File: src/lpab_pkg.sv
// Shared types and constants for the lidar point angle binner.
`default_nettype none
package lpab_pkg;
    localparam int FULL_TURN = 5898240;
    localparam int CORDIC_STEPS = 16;
    localparam int CWIDTH = 48;
    localparam int AWIDTH = 32;

    localparam logic [0:0] CFG_WARMUP = 1'b0;
    localparam logic [0:0] CFG_MOUNT  = 1'b1;

    typedef struct packed {
        logic load;
        logic cordic_step;
        logic div_step;
        logic wrap_step;
        logic bin_mul;
        logic bin_div_step;
    } t_cmd;

    typedef struct packed {
        logic div_done;
        logic bin_done;
        logic wrap_done;
    } t_status;

    function automatic logic [19:0] atan_entry(input logic [3:0] i);
        logic [19:0] v;
        unique case (i)
            4'd0: v = 20'd737280;  4'd1: v = 20'd435242;
            4'd2: v = 20'd229970;  4'd3: v = 20'd116736;
            4'd4: v = 20'd58595;   4'd5: v = 20'd29326;
            4'd6: v = 20'd14667;   4'd7: v = 20'd7334;
            4'd8: v = 20'd3667;    4'd9: v = 20'd1833;
            4'd10: v = 20'd917;    4'd11: v = 20'd458;
            4'd12: v = 20'd229;    4'd13: v = 20'd115;
            4'd14: v = 20'd57;     default: v = 20'd29;
        endcase
        return v;
    endfunction
endpackage
`default_nettype wire

File: src/lpab_datapath.sv
// Datapath: CORDIC, interpolation divider, wrap loop and reciprocal bin scaling.
`default_nettype none
module lpab_datapath #(
    parameter int SCAN_BINS = 800
) (
    input  wire logic                i_clk,
    input  wire lpab_pkg::t_cmd      i_cmd,
    input  wire logic [15:0]         i_raw_distance,
    input  wire logic [15:0]         i_start_angle_raw,
    input  wire logic [15:0]         i_end_angle_raw,
    input  wire logic [6:0]          i_point_count,
    input  wire logic [5:0]          i_point_index,
    input  wire logic [14:0]         i_mount_base_angle,
    output lpab_pkg::t_status        o_status,
    output logic [9:0]               o_bin_index,
    output logic [13:0]              o_distance_mm
);
    // bin numerator width, wide enough for SCAN_BINS up to 4096
    localparam int BW = 36;
    // a full turn is 45 * 2^17: quotient = ((n >> 17) * ceil(2^22 / 45)) >> 22
    localparam logic [16:0] BQ_RECIP = 17'd93207;

    logic signed [lpab_pkg::CWIDTH-1:0] r_x, r_y;
    logic signed [lpab_pkg::AWIDTH-1:0] r_z, r_ang;
    logic [3:0]  r_i;
    logic [13:0] r_d;
    // interpolation divider: unsigned magnitude, sign held
    logic [29:0] r_num;
    logic [6:0]  r_den;
    logic [30:0] r_rem;
    logic [4:0]  r_dcnt;
    logic        r_neg, r_div_on;
    logic signed [lpab_pkg::AWIDTH-1:0] r_a;
    logic [BW-1:0] r_bn;
    logic [9:0]    r_bq;
    logic          r_bdone;

    logic signed [lpab_pkg::CWIDTH-1:0] xs, ys;
    logic signed [16:0] diff;
    logic [15:0] mag;
    logic [21:0] prod;
    logic [30:0] rem_sh;
    logic        q_bit;
    logic [29:0] q_full;
    logic signed [lpab_pkg::AWIDTH-1:0] quo;
    logic [BW-1:0] bprod;

    always_comb begin
        xs = r_x >>> r_i;
        ys = r_y >>> r_i;
        diff = 17'(signed'({1'b0, i_end_angle_raw[15:1]})) -
               17'(signed'({1'b0, i_start_angle_raw[15:1]}));
        mag = (diff < 0) ? 16'(-diff) : 16'(diff);
        prod = 22'(mag) * 22'(i_point_index);
        rem_sh = {r_rem[29:0], r_num[29]};
        q_bit = (rem_sh >= 31'(r_den));
        // quotient including the bit decided this beat
        q_full = {r_num[28:0], q_bit};
        quo = r_neg ? -lpab_pkg::AWIDTH'(q_full) : lpab_pkg::AWIDTH'(q_full);
        bprod = BW'(r_bn[BW-1:17]) * BW'(BQ_RECIP);
    end

    always_ff @(posedge i_clk) begin
        if (i_cmd.load) begin
            r_d   <= i_raw_distance[15:2];
            r_x   <= lpab_pkg::CWIDTH'(64'd901500 * 64'(i_raw_distance[15:2]));
            r_y   <= lpab_pkg::CWIDTH'(64'sd1916 *
                     (64'sd100 * 64'(i_raw_distance[15:2]) - 64'sd9015));
            r_z   <= '0;
            r_i   <= '0;
            r_ang <= lpab_pkg::AWIDTH'({i_start_angle_raw[15:1], 8'd0});
            r_neg <= diff < 0;
            r_num <= {prod, 8'd0};
            r_den <= i_point_count - 7'd1;
            r_div_on <= i_point_count > 7'd1;
            r_rem <= '0;
            r_dcnt <= '0;
        end
        if (i_cmd.cordic_step) begin
            r_i <= r_i + 4'd1;
            if (r_y >= 0) begin
                r_x <= r_x + ys; r_y <= r_y - xs;
                r_z <= r_z + lpab_pkg::AWIDTH'(lpab_pkg::atan_entry(r_i));
            end else begin
                r_x <= r_x - ys; r_y <= r_y + xs;
                r_z <= r_z - lpab_pkg::AWIDTH'(lpab_pkg::atan_entry(r_i));
            end
        end
        if (i_cmd.div_step) begin
            // restoring division, one quotient bit per beat
            r_dcnt <= r_dcnt + 5'd1;
            r_num <= q_full;
            if (q_bit) r_rem <= rem_sh - 31'(r_den);
            else       r_rem <= rem_sh;
            if (r_dcnt == 5'd29) begin
                r_a <= lpab_pkg::AWIDTH'({i_mount_base_angle, 8'd0}) - r_ang -
                       (r_div_on ? quo : '0) + (r_d == 0 ? '0 : r_z);
            end
        end
        if (i_cmd.wrap_step) begin
            if (r_a < 0) r_a <= r_a + lpab_pkg::FULL_TURN;
            else if (r_a >= lpab_pkg::FULL_TURN) r_a <= r_a - lpab_pkg::FULL_TURN;
        end
        if (i_cmd.bin_mul) begin
            r_bn <= BW'(r_a[22:0]) * BW'(SCAN_BINS - 1) + BW'(lpab_pkg::FULL_TURN / 2);
            r_bdone <= 1'b0;
        end
        if (i_cmd.bin_div_step) begin
            r_bq <= bprod[31:22];
            r_bdone <= 1'b1;
        end
    end

    assign o_status = '{div_done:  (r_dcnt == 5'd30),
                        bin_done:  r_bdone,
                        wrap_done: (r_a >= 0) && (r_a < lpab_pkg::FULL_TURN)};
    assign o_bin_index   = r_bq;
    assign o_distance_mm = r_d;
endmodule
`default_nettype wire

File: src/lpab_ctrl.sv
// Controller: warm-up tracking, sequencing and output handshake.
`default_nettype none
module lpab_ctrl (
    input  wire logic           i_clk,
    input  wire logic           i_rst_n,
    input  wire logic           i_valid,
    output logic                o_stall,
    output logic                o_valid,
    input  wire logic           i_stall,
    input  wire logic           i_first_in_packet,
    input  wire logic           i_revolution_start,
    input  wire logic [7:0]     i_warmup_revolutions,
    input  wire lpab_pkg::t_status i_status,
    output lpab_pkg::t_cmd      o_cmd,
    output logic                o_publish_scan,
    output logic                o_dropped
);
    typedef enum logic [2:0] {S_IDLE, S_CORDIC, S_DIV, S_WRAP, S_BMUL, S_BDIV, S_OUT}
        t_state;
    t_state r_state;
    logic [7:0] r_warm;
    logic r_pdrop, r_pub, r_drop;
    logic [3:0] r_cnt;
    logic acc, drop_now;

    assign acc = i_valid && !o_stall;
    assign o_stall = (r_state != S_IDLE);
    assign o_valid = (r_state == S_OUT);
    assign o_publish_scan = r_pub;
    assign o_dropped = r_drop;
    assign drop_now = i_first_in_packet ? (i_revolution_start && r_warm < i_warmup_revolutions)
                                        : r_pdrop;

    always_comb begin
        o_cmd = '0;
        o_cmd.load = acc;
        o_cmd.cordic_step = (r_state == S_CORDIC);
        o_cmd.div_step = (r_state == S_DIV) && !i_status.div_done;
        o_cmd.wrap_step = (r_state == S_WRAP);
        o_cmd.bin_mul = (r_state == S_BMUL);
        o_cmd.bin_div_step = (r_state == S_BDIV) && !i_status.bin_done;
    end

    always_ff @(posedge i_clk) begin
        if (!i_rst_n) begin
            r_state <= S_IDLE; r_warm <= '0; r_pdrop <= 1'b0;
            r_pub <= 1'b0; r_drop <= 1'b0; r_cnt <= '0;
        end else begin
            unique case (r_state)
                S_IDLE: if (acc) begin
                    if (i_first_in_packet) r_pdrop <= drop_now;
                    if (i_first_in_packet && drop_now) r_warm <= r_warm + 8'd1;
                    r_drop <= drop_now;
                    r_pub <= i_first_in_packet && i_revolution_start && !drop_now;
                    r_cnt <= '0;
                    r_state <= drop_now ? S_OUT : S_CORDIC;
                end
                S_CORDIC: begin
                    r_cnt <= r_cnt + 4'd1;
                    if (r_cnt == 4'd15) r_state <= S_DIV;
                end
                S_DIV:  if (i_status.div_done) r_state <= S_WRAP;
                S_WRAP: if (i_status.wrap_done) r_state <= S_BMUL;
                S_BMUL: r_state <= S_BDIV;
                S_BDIV: if (i_status.bin_done) r_state <= S_OUT;
                S_OUT:  if (!i_stall) r_state <= S_IDLE;
                default: r_state <= S_IDLE;
            endcase
        end
    end

    a_warm_max: assert property (@(posedge i_clk) disable iff (!i_rst_n)
        $changed(r_warm) |-> $past(r_warm) < $past(i_warmup_revolutions))
        else $error("warm-up count advanced past limit");
    a_pub_drop: assert property (@(posedge i_clk) disable iff (!i_rst_n)
        o_valid |-> !(r_pub && r_drop)) else $error("publish on dropped beat");
    a_hold: assert property (@(posedge i_clk) disable iff (!i_rst_n)
        o_valid && i_stall |=> o_valid) else $error("result lost under stall");
endmodule
`default_nettype wire

File: src/lidar_point_angle_binner_core.sv
// Top level of the lidar point angle binner.
//  channel | dir | handshake                 | beat
//  in      | in  | i_valid / o_stall         | one point with packet header
//  out     | out | o_valid / i_stall         | bin, distance, publish, drop
//  cfg     | in  | i_cfg_we / i_cfg_index    | one register write
// A kept point runs the CORDIC, the interpolation divider, the wrap loop (which adds or
// removes one full turn per step until the angle lies within a full turn), one multiply
// and the bin scaling, in that order; the wrap loop sets the spread in processing time.
// Dropped points are valid the cycle after acceptance. Reset is synchronous, active
// low; it loads the register defaults and clears the warm-up count. A stalled result
// holds, and the input stalls until the result leaves.
`default_nettype none
module lidar_point_angle_binner_core #(
    parameter int SCAN_BINS = 800
) (
    input  wire logic        i_clk,
    input  wire logic        i_rst_n,
    input  wire logic        i_valid,
    output logic             o_stall,
    input  wire logic [15:0] i_raw_distance,
    input  wire logic [15:0] i_start_angle_raw,
    input  wire logic [15:0] i_end_angle_raw,
    input  wire logic [6:0]  i_point_count,
    input  wire logic [5:0]  i_point_index,
    input  wire logic        i_first_in_packet,
    input  wire logic        i_revolution_start,
    output logic             o_valid,
    input  wire logic        i_stall,
    output logic [9:0]       o_bin_index,
    output logic [13:0]      o_distance_mm,
    output logic             o_publish_scan,
    output logic             o_dropped,
    input  wire logic        i_cfg_we,
    input  wire logic        i_cfg_index,
    input  wire logic [14:0] i_cfg_data
);
    logic [7:0]  r_warmup_revolutions;
    logic [14:0] r_mount_base_angle;
    lpab_pkg::t_cmd cmd;
    lpab_pkg::t_status status;
    logic [9:0]  bin;
    logic [13:0] dp_distance;

    always_ff @(posedge i_clk) begin
        if (!i_rst_n) begin
            r_warmup_revolutions <= 8'd10;
            r_mount_base_angle <= 15'd10752;
        end else if (i_cfg_we) begin
            unique case (i_cfg_index)
                lpab_pkg::CFG_WARMUP: r_warmup_revolutions <= i_cfg_data[7:0];
                lpab_pkg::CFG_MOUNT:  r_mount_base_angle <= i_cfg_data;
                default: ;
            endcase
        end
    end

    lpab_ctrl u_ctrl (
        .i_clk, .i_rst_n, .i_valid, .o_stall, .o_valid, .i_stall,
        .i_first_in_packet, .i_revolution_start,
        .i_warmup_revolutions(r_warmup_revolutions),
        .i_status(status), .o_cmd(cmd),
        .o_publish_scan, .o_dropped
    );

    lpab_datapath #(.SCAN_BINS(SCAN_BINS)) u_dp (
        .i_clk, .i_cmd(cmd), .i_raw_distance, .i_start_angle_raw, .i_end_angle_raw,
        .i_point_count, .i_point_index, .i_mount_base_angle(r_mount_base_angle),
        .o_status(status), .o_bin_index(bin), .o_distance_mm(dp_distance)
    );

    // zero the payload of a dropped point
    assign o_bin_index   = o_dropped ? 10'd0 : bin;
    assign o_distance_mm = o_dropped ? 14'd0 : dp_distance;
endmodule
`default_nettype wire
File: config.mk
export PLATFORM = sky130hd
export DESIGN_NAME = lidar_point_angle_binner_core
export DESIGN_NICKNAME = d
export VERILOG_FILES = /design/src/lpab_pkg.sv /design/src/lpab_datapath.sv /design/src/lpab_ctrl.sv /design/src/lidar_point_angle_binner_core.sv
export SDC_FILE = /design/constraint.sdc
export NUM_CORES = 2
export LEC_CHECK = 0
export ABC_AREA = 1
export BUFFER_PORTS_ARGS = -buffer_cell sky130_fd_sc_hd__buf_2
export CAP_MARGIN = 10
export CORE_MARGIN = 3
export CORE_UTILIZATION = 60
export DETAILED_ROUTE_END_ITERATION = 6
export GPL_TIMING_DRIVEN = 1
export PLACE_DENSITY = 0.81
export SYNTH_ARGS = -nofsm -noshare
export SYNTH_HDL_FRONTEND = slang
export SYNTH_SLANG_ARGS = --single-unit
File: constraint.sdc
create_clock -name i_clk -period 10.3 [get_ports i_clk]
set_clock_uncertainty 0.05 [all_clocks]
set_input_delay 0.515 -clock i_clk [delete_from_list [all_inputs] [get_ports i_clk]]
set_output_delay 0.515 -clock i_clk [all_outputs]
set_load 0.1 [all_outputs]
Word-level counts from Yosys, hierarchy flattened. Memories as Yosys holds them, arrays and structs flattened. A register that Yosys moved wholly into a read port is not among the register bits. Index checks and enable logic that the tools add are counted. W data, S select, Z words.

$add $sub $neg: 22. $mul: 6. $lt $le $gt $ge: 9. Eq/ne operators: 15. Shifts and indexed selects: 2. Muxes and demuxes: 45. Bitwise operators: 1. Reductions and logical operators: 25.

Operator list (number): $mux W32 (11); $mux W48 (6); $mux W30 (5); $add A48 B48 Y48 (2); $sshr A48 B4 Y48 (2); $sub A48 B48 Y48 (2); $mux W20 (4); $mul A9 B64 Y46 const A (1); $ge A48 B1 Y1 const B (1); $add A33 B22 Y34 const B (1); $mul A23 B10 Y33 const B (1); $add A32 B20 Y32 (1); $add A32 B24 Y32 const B (1); $add A32 B32 Y32 (1); $ge A32 B1 Y1 const B (1); $ge A32 B24 Y1 const B (1); $lt A32 B1 Y1 const B (1); $lt A32 B24 Y1 const B (1); $mul A18 B14 Y32 const A (1); $mul A19 B17 Y32 const B (1); $neg A30 Y32 (1); $sub A32 B20 Y32 (1); $sub A32 B24 Y32 const B (1); $sub A32 B32 Y32 (1); other kinds (41) (76).

Register bits after elaboration: 355. Memory bits (read-only): 640. Logic and storage cells: 151. Memories: 2.

Memories: (name not given) (depth 16, width 20, read ports 1, clocked after memory_dff 1, write ports 0, line lpab_pkg.sv:29) `unique case (i)`; (name not given) (depth 16, width 20, read ports 1, clocked after memory_dff 1, write ports 0, line lpab_pkg.sv:29).

Depth between registers and ports, before layout.
Depth after elaboration: 11. Gate-level depth with buffers: 48. Gate-level depth less buffers: 48.

By module. A second synthesis with hierarchy kept.

Cell total of the unflattened synthesis: 8101. Area, all modules: 58925.3 um^2.

By module, submodules not included: lpab_datapath (instances 1, cells each 7760, area an instance 56676.9 um^2, seq. area each 9098.7 um^2); lpab_ctrl (instances 1, cells each 176, area an instance 1176.1 um^2, seq. area each 360.3 um^2); lidar_point_angle_binner_core (instances 1, cells each 165, area an instance 1072.3 um^2, seq. area each 460.4 um^2).

Least setup slack after synthesis. OpenSTA, ideal clock, no wires.

Path kind: input-to-reg. Start: in i_raw_distance[3]. End: reg u_dp.r_y[43] (netlist bit), data pin. Setup time: 263 ps. Arrival: 7258 ps. Slack: 2729 ps. Stages: 41. Cell sequence: inv_1 -> ha_1 -> clkbuf_1 -> xnor2_1 -> ha_1 -> inv_1 -> fa_1 -> inv_1 -> nand3_1 -> nand3_1 -> xor2_2 -> nand2_1 -> nor2_1 -> nor2_1 -> inv_1 -> nand2_1 -> xor2_1 -> xor2_1 -> [... 5 more ...] -> fa_1 -> inv_1 -> fa_1 -> inv_1 -> ha_1 -> nand2_1 -> nor2_1 -> inv_1 -> nor2_1 -> inv_1 -> o21ai_0 -> a21oi_1 -> o21bai_1 -> nand2_1 -> nand2_1 -> nand4_1 -> nand3_2 -> o21ai_0.

Longest elaborated chain between the ends: 5.

RTL lines: start, declared (line lidar_point_angle_binner_core.sv:20) `input wire logic [15:0] i_raw_distance,`; $mul A5 B14 Y19 (line lpab_datapath.sv:68) `(64'sd100 * 64'(i_raw_distance[15:2]) - 64'sd9015));`; $sub A21 B14 Y22 (line lpab_datapath.sv:68); $mul A9 B64 Y46 (line lpab_datapath.sv:67) `r_y <= lpab_pkg::CWIDTH'(64'sd1916 *`; $mux W48 (line lpab_datapath.sv:64) `if (i_cmd.load) begin`; $mux W48 (line lpab_datapath.sv:79) `if (i_cmd.cordic_step) begin`; end signal, assigned (line lpab_datapath.sv:67); end signal, assigned (line lpab_datapath.sv:82) `r_x <= r_x + ys; r_y <= r_y - xs;`; end signal, assigned (line lpab_datapath.sv:85) `r_x <= r_x - ys; r_y <= r_y + xs;`; end, declared (line lpab_datapath.sv:23) `logic signed [lpab_pkg::CWIDTH-1:0] r_x, r_y;`.

Every way passes these cells. The select of a mux whose other input is x is not followed. A chain may end at the register's enable or synchronous reset.

Final worst setup path. Ends and elaborated chain as after synthesis.

==> results.py <==
metrics = {
    "synth": {
        "synth_edf_count": 279,
        "synth_area_um2": 59100,
        "postSynthAreaPerCell_um2": 7.27,
        "synth.most_common_cell": "nand2_1",
        "synth-async-reset-ratio": 0,
        "yosysTopAreaCellShare": 0.158,
        "synth_area_leaders": "ha_1 (16%), fa_1 (15%), edfxtp_1 (14%)",
        "synthTopCellsByCount": "nand2_1 (1572), inv_1 (1535), ha_1 (746)",
        "ys_seq_elements": 356,
        "ys_types": 77,
        "synth.largest_area_cell": "ha_1",
        "yosysWarnings": 0,
        "ys_seq_area_frac": 0.168,
        "synth_flop_cell": "edfxtp_1",
        "syn-num-nets": 9404,
        "syn-instance-count": 8131,
    },
    "setup_path": {
        "cp-end-kind": "register",
        "crit_family": "adder cells",
        "crit_top_cell": "inv_1",
        "cp.required_ps": 10630,
        "cpMaxStageDelayCell": "fa_1",
        "cpPeakStageDelay_ps": 530,
        "cp.depth": 42,
        "worstPathArrival_ps": 8680,
        "crit_fanout": 14,
        "cp-start-kind": "primary input",
        "path_class": "primary input to register",
        "reg2reg_depth": 32,
        "worst-path-buf-inv": 12,
    },
    "cells_and_area": {
        "nNetsFinal": 9439,
        "regArea_um2": 9920,
        "multi_input_area_um2": 42500,
        "fillerInstances": 8499,
        "final_layout_size_suffix_gt1_frac": 0.0412,
        "area_growth_pct": 5.53,
    },
    "placed_design": {
        "dp_hpwl_um": 137000,
        "portBuffers": 107,
        "gp_congestion": 0.992,
    },
    "clocking": {
        "root_buffer": "clkbuf_16",
        "cts_made_buffers": 47,
        "htreeDepth": 2,
        "clock_sinks": 356,
        "hold_buffers": 14,
        "cts_resized": 0,
        "post_cts_buffers": 0,
        "clockBufferDepth": 3,
        "clk_latency_ps": 670,
        "cts_tree": "built",
        "cts.clk_slew.worst_paths_ps": 70,
    },
    "sta": {
        "tns_ps": 0,
        "finalSetupViolations": 0,
        "layout_min_cycle_time_ps": 8350,
        "hold_viol": 0,
        "max-slew-margin-rel": 0.366,
        "whs_ps": 30.0,
        "grt_setup_unrepaired": "false",
        "maxSlewViolCount": 0,
        "fmax_mhz": 120,
        "timing.final.crit_share": 0.811,
        "worst_pin_slew_ps": 951,
    },
    "run": {
        "drv_cap": 0,
    },
    "route": {
        "via_count": 54400,
        "drcViolationCount": 4,
        "via_per_inst": 5.73,
        "drtIter0Drc": 5457,
        "wl_um": 168000,
        "wl_per_cell_um": 17.7,
        "postRouteAntennaNets": 0,
        "drtPass1Iterations": 7,
    },
    "outcome": {
        "violations": "DRC",
        "status": "finished with violations",
    },
    "die": {
        "fp.dieW_um": 320,
        "std_cell_rows": 114,
        "die-area_um2": 102000,
        "chipHeight_um": 320,
        "start_util": 0.609,
        "core_um2": 97100,
        "io_pins": 112,
    },
    "grt": {
        "grt_pass1_vias": 52100,
        "grt_max_degree": 199,
        "grt_pass1_wl_um": 272000,
        "grt_overflow": 0,
        "grtUsageTotal": 0.325,
        "antenna_found_initial": 4,
    },
    "worst_hold_path": {
        "hold_depth": 1,
        "hp-class": "primary input to register",
    },
}
-- layout make-up --
| class | instances | area share |
|---|---|---|
| tap | 1276 | 0.0256 |
| clock buffer | 74 | 0.0230 |
| sequential | 356 | 0.159 |
| antenna | 1 | 0.0000401 |
| inverter | 1544 | 0.0930 |
| clock inverter | 14 | 0.00247 |
| timing repair buffer | 154 | 0.0152 |
| multi-input combinational | 6063 | 0.682 |
-- final timing paths --
| path | endpoint | slack (ps) | from |
|---|---|---|---|
| hold / removal | u_dp.r_ang[16] | 30 | i_start_angle_raw[9] |
| setup reg to reg | u_dp.r_a[31] | 3110 | u_dp.r_rem[1] |
| setup / recovery | u_dp.r_y[43] | 1950 | i_raw_distance[3] |
| hold reg to reg | u_ctrl.r_pdrop | 410 | u_ctrl.r_pdrop |
-- registers in the layout, indices dropped and copies added (netlist names), 3 cells and up, named ones only --
| signal | count |
|---|---|
| u_dp.r_z | 32 |
| u_dp.r_ang | 15 |
| u_dp.o_distance_mm | 14 |
| u_ctrl.r_state | 3 |
| u_dp.r_bn | 17 |
| u_dp.r_i | 4 |
| u_dp.o_bin_index | 10 |
| u_dp.r_x | 48 |
| u_dp.r_rem | 30 |
| u_dp.r_a | 32 |
| u_dp.r_den | 7 |
| u_dp.r_y | 48 |
| u_dp.r_num | 30 |
| r_mount_base_angle | 15 |
| r_warmup_revolutions | 8 |
| u_dp.r_dcnt | 5 |
| u_ctrl.r_warm | 8 |
| u_ctrl.r_cnt | 4 |
-- worst register-to-register path: cells and delay by family, from the launching register on --
family	cells	cell delay, ps
AOI/OAI and AO/OA	10	1900
adders and majority gates	4	1520
buffers and inverters	2	440
DFF	1	400
and+or+nand+nor	16	2740
-- through the flow --
step                utilization  std cells  area, um^2  setup slack [ps]
detailed placement        0.625       9379       60700              1320
floorplan                     -       8131       59100              2730
global placement          0.625       9379       60700              1510
CTS                       0.642       9481       62400              2010
global route              0.642       9482       62400              1140
finish                    0.642       9482       62400              1950
-- metal layers --
metal  track usage  vias up  share of wire
met4        0.0846        2          0.026
met5             0        -       0.000078
met2         0.504     2205           0.43
met3        0.0464      253          0.085
met1         0.478    25300           0.46
li1              -    26600              -
-- cells in the final DEF, fill, tap and decap left out, drive strengths merged, types with 77 or more instances in the layout --
| cell type | n |
|---|---|
| a21oi | 632 |
| buf | 140 |
| dfxtp | 77 |
| edfxtp | 279 |
| fa | 443 |
| ha | 746 |
| inv | 1544 |
| nand2 | 1578 |
| nand3 | 386 |
| nor2 | 684 |
| nor3 | 96 |
| o21ai | 621 |
| xnor2 | 91 |
| xor2 | 206 |
-- kinds of logic after synthesis --
logic type	after synthesis	share of synthesized area
buffers and inverters	1712	0.113
XOR/XNOR	297	0.0441
flip-flops	356	0.168
AO/OA/AOI/OAI	1572	0.148
adder cells (fa/ha/maj)	1189	0.308
multiplexers	60	0.0108
AND/OR/NAND/NOR	2945	0.208
Power is left out: the tool's default activity adds up to more than one toggle a clock period on the data nets, which glitch-free logic cannot reach.
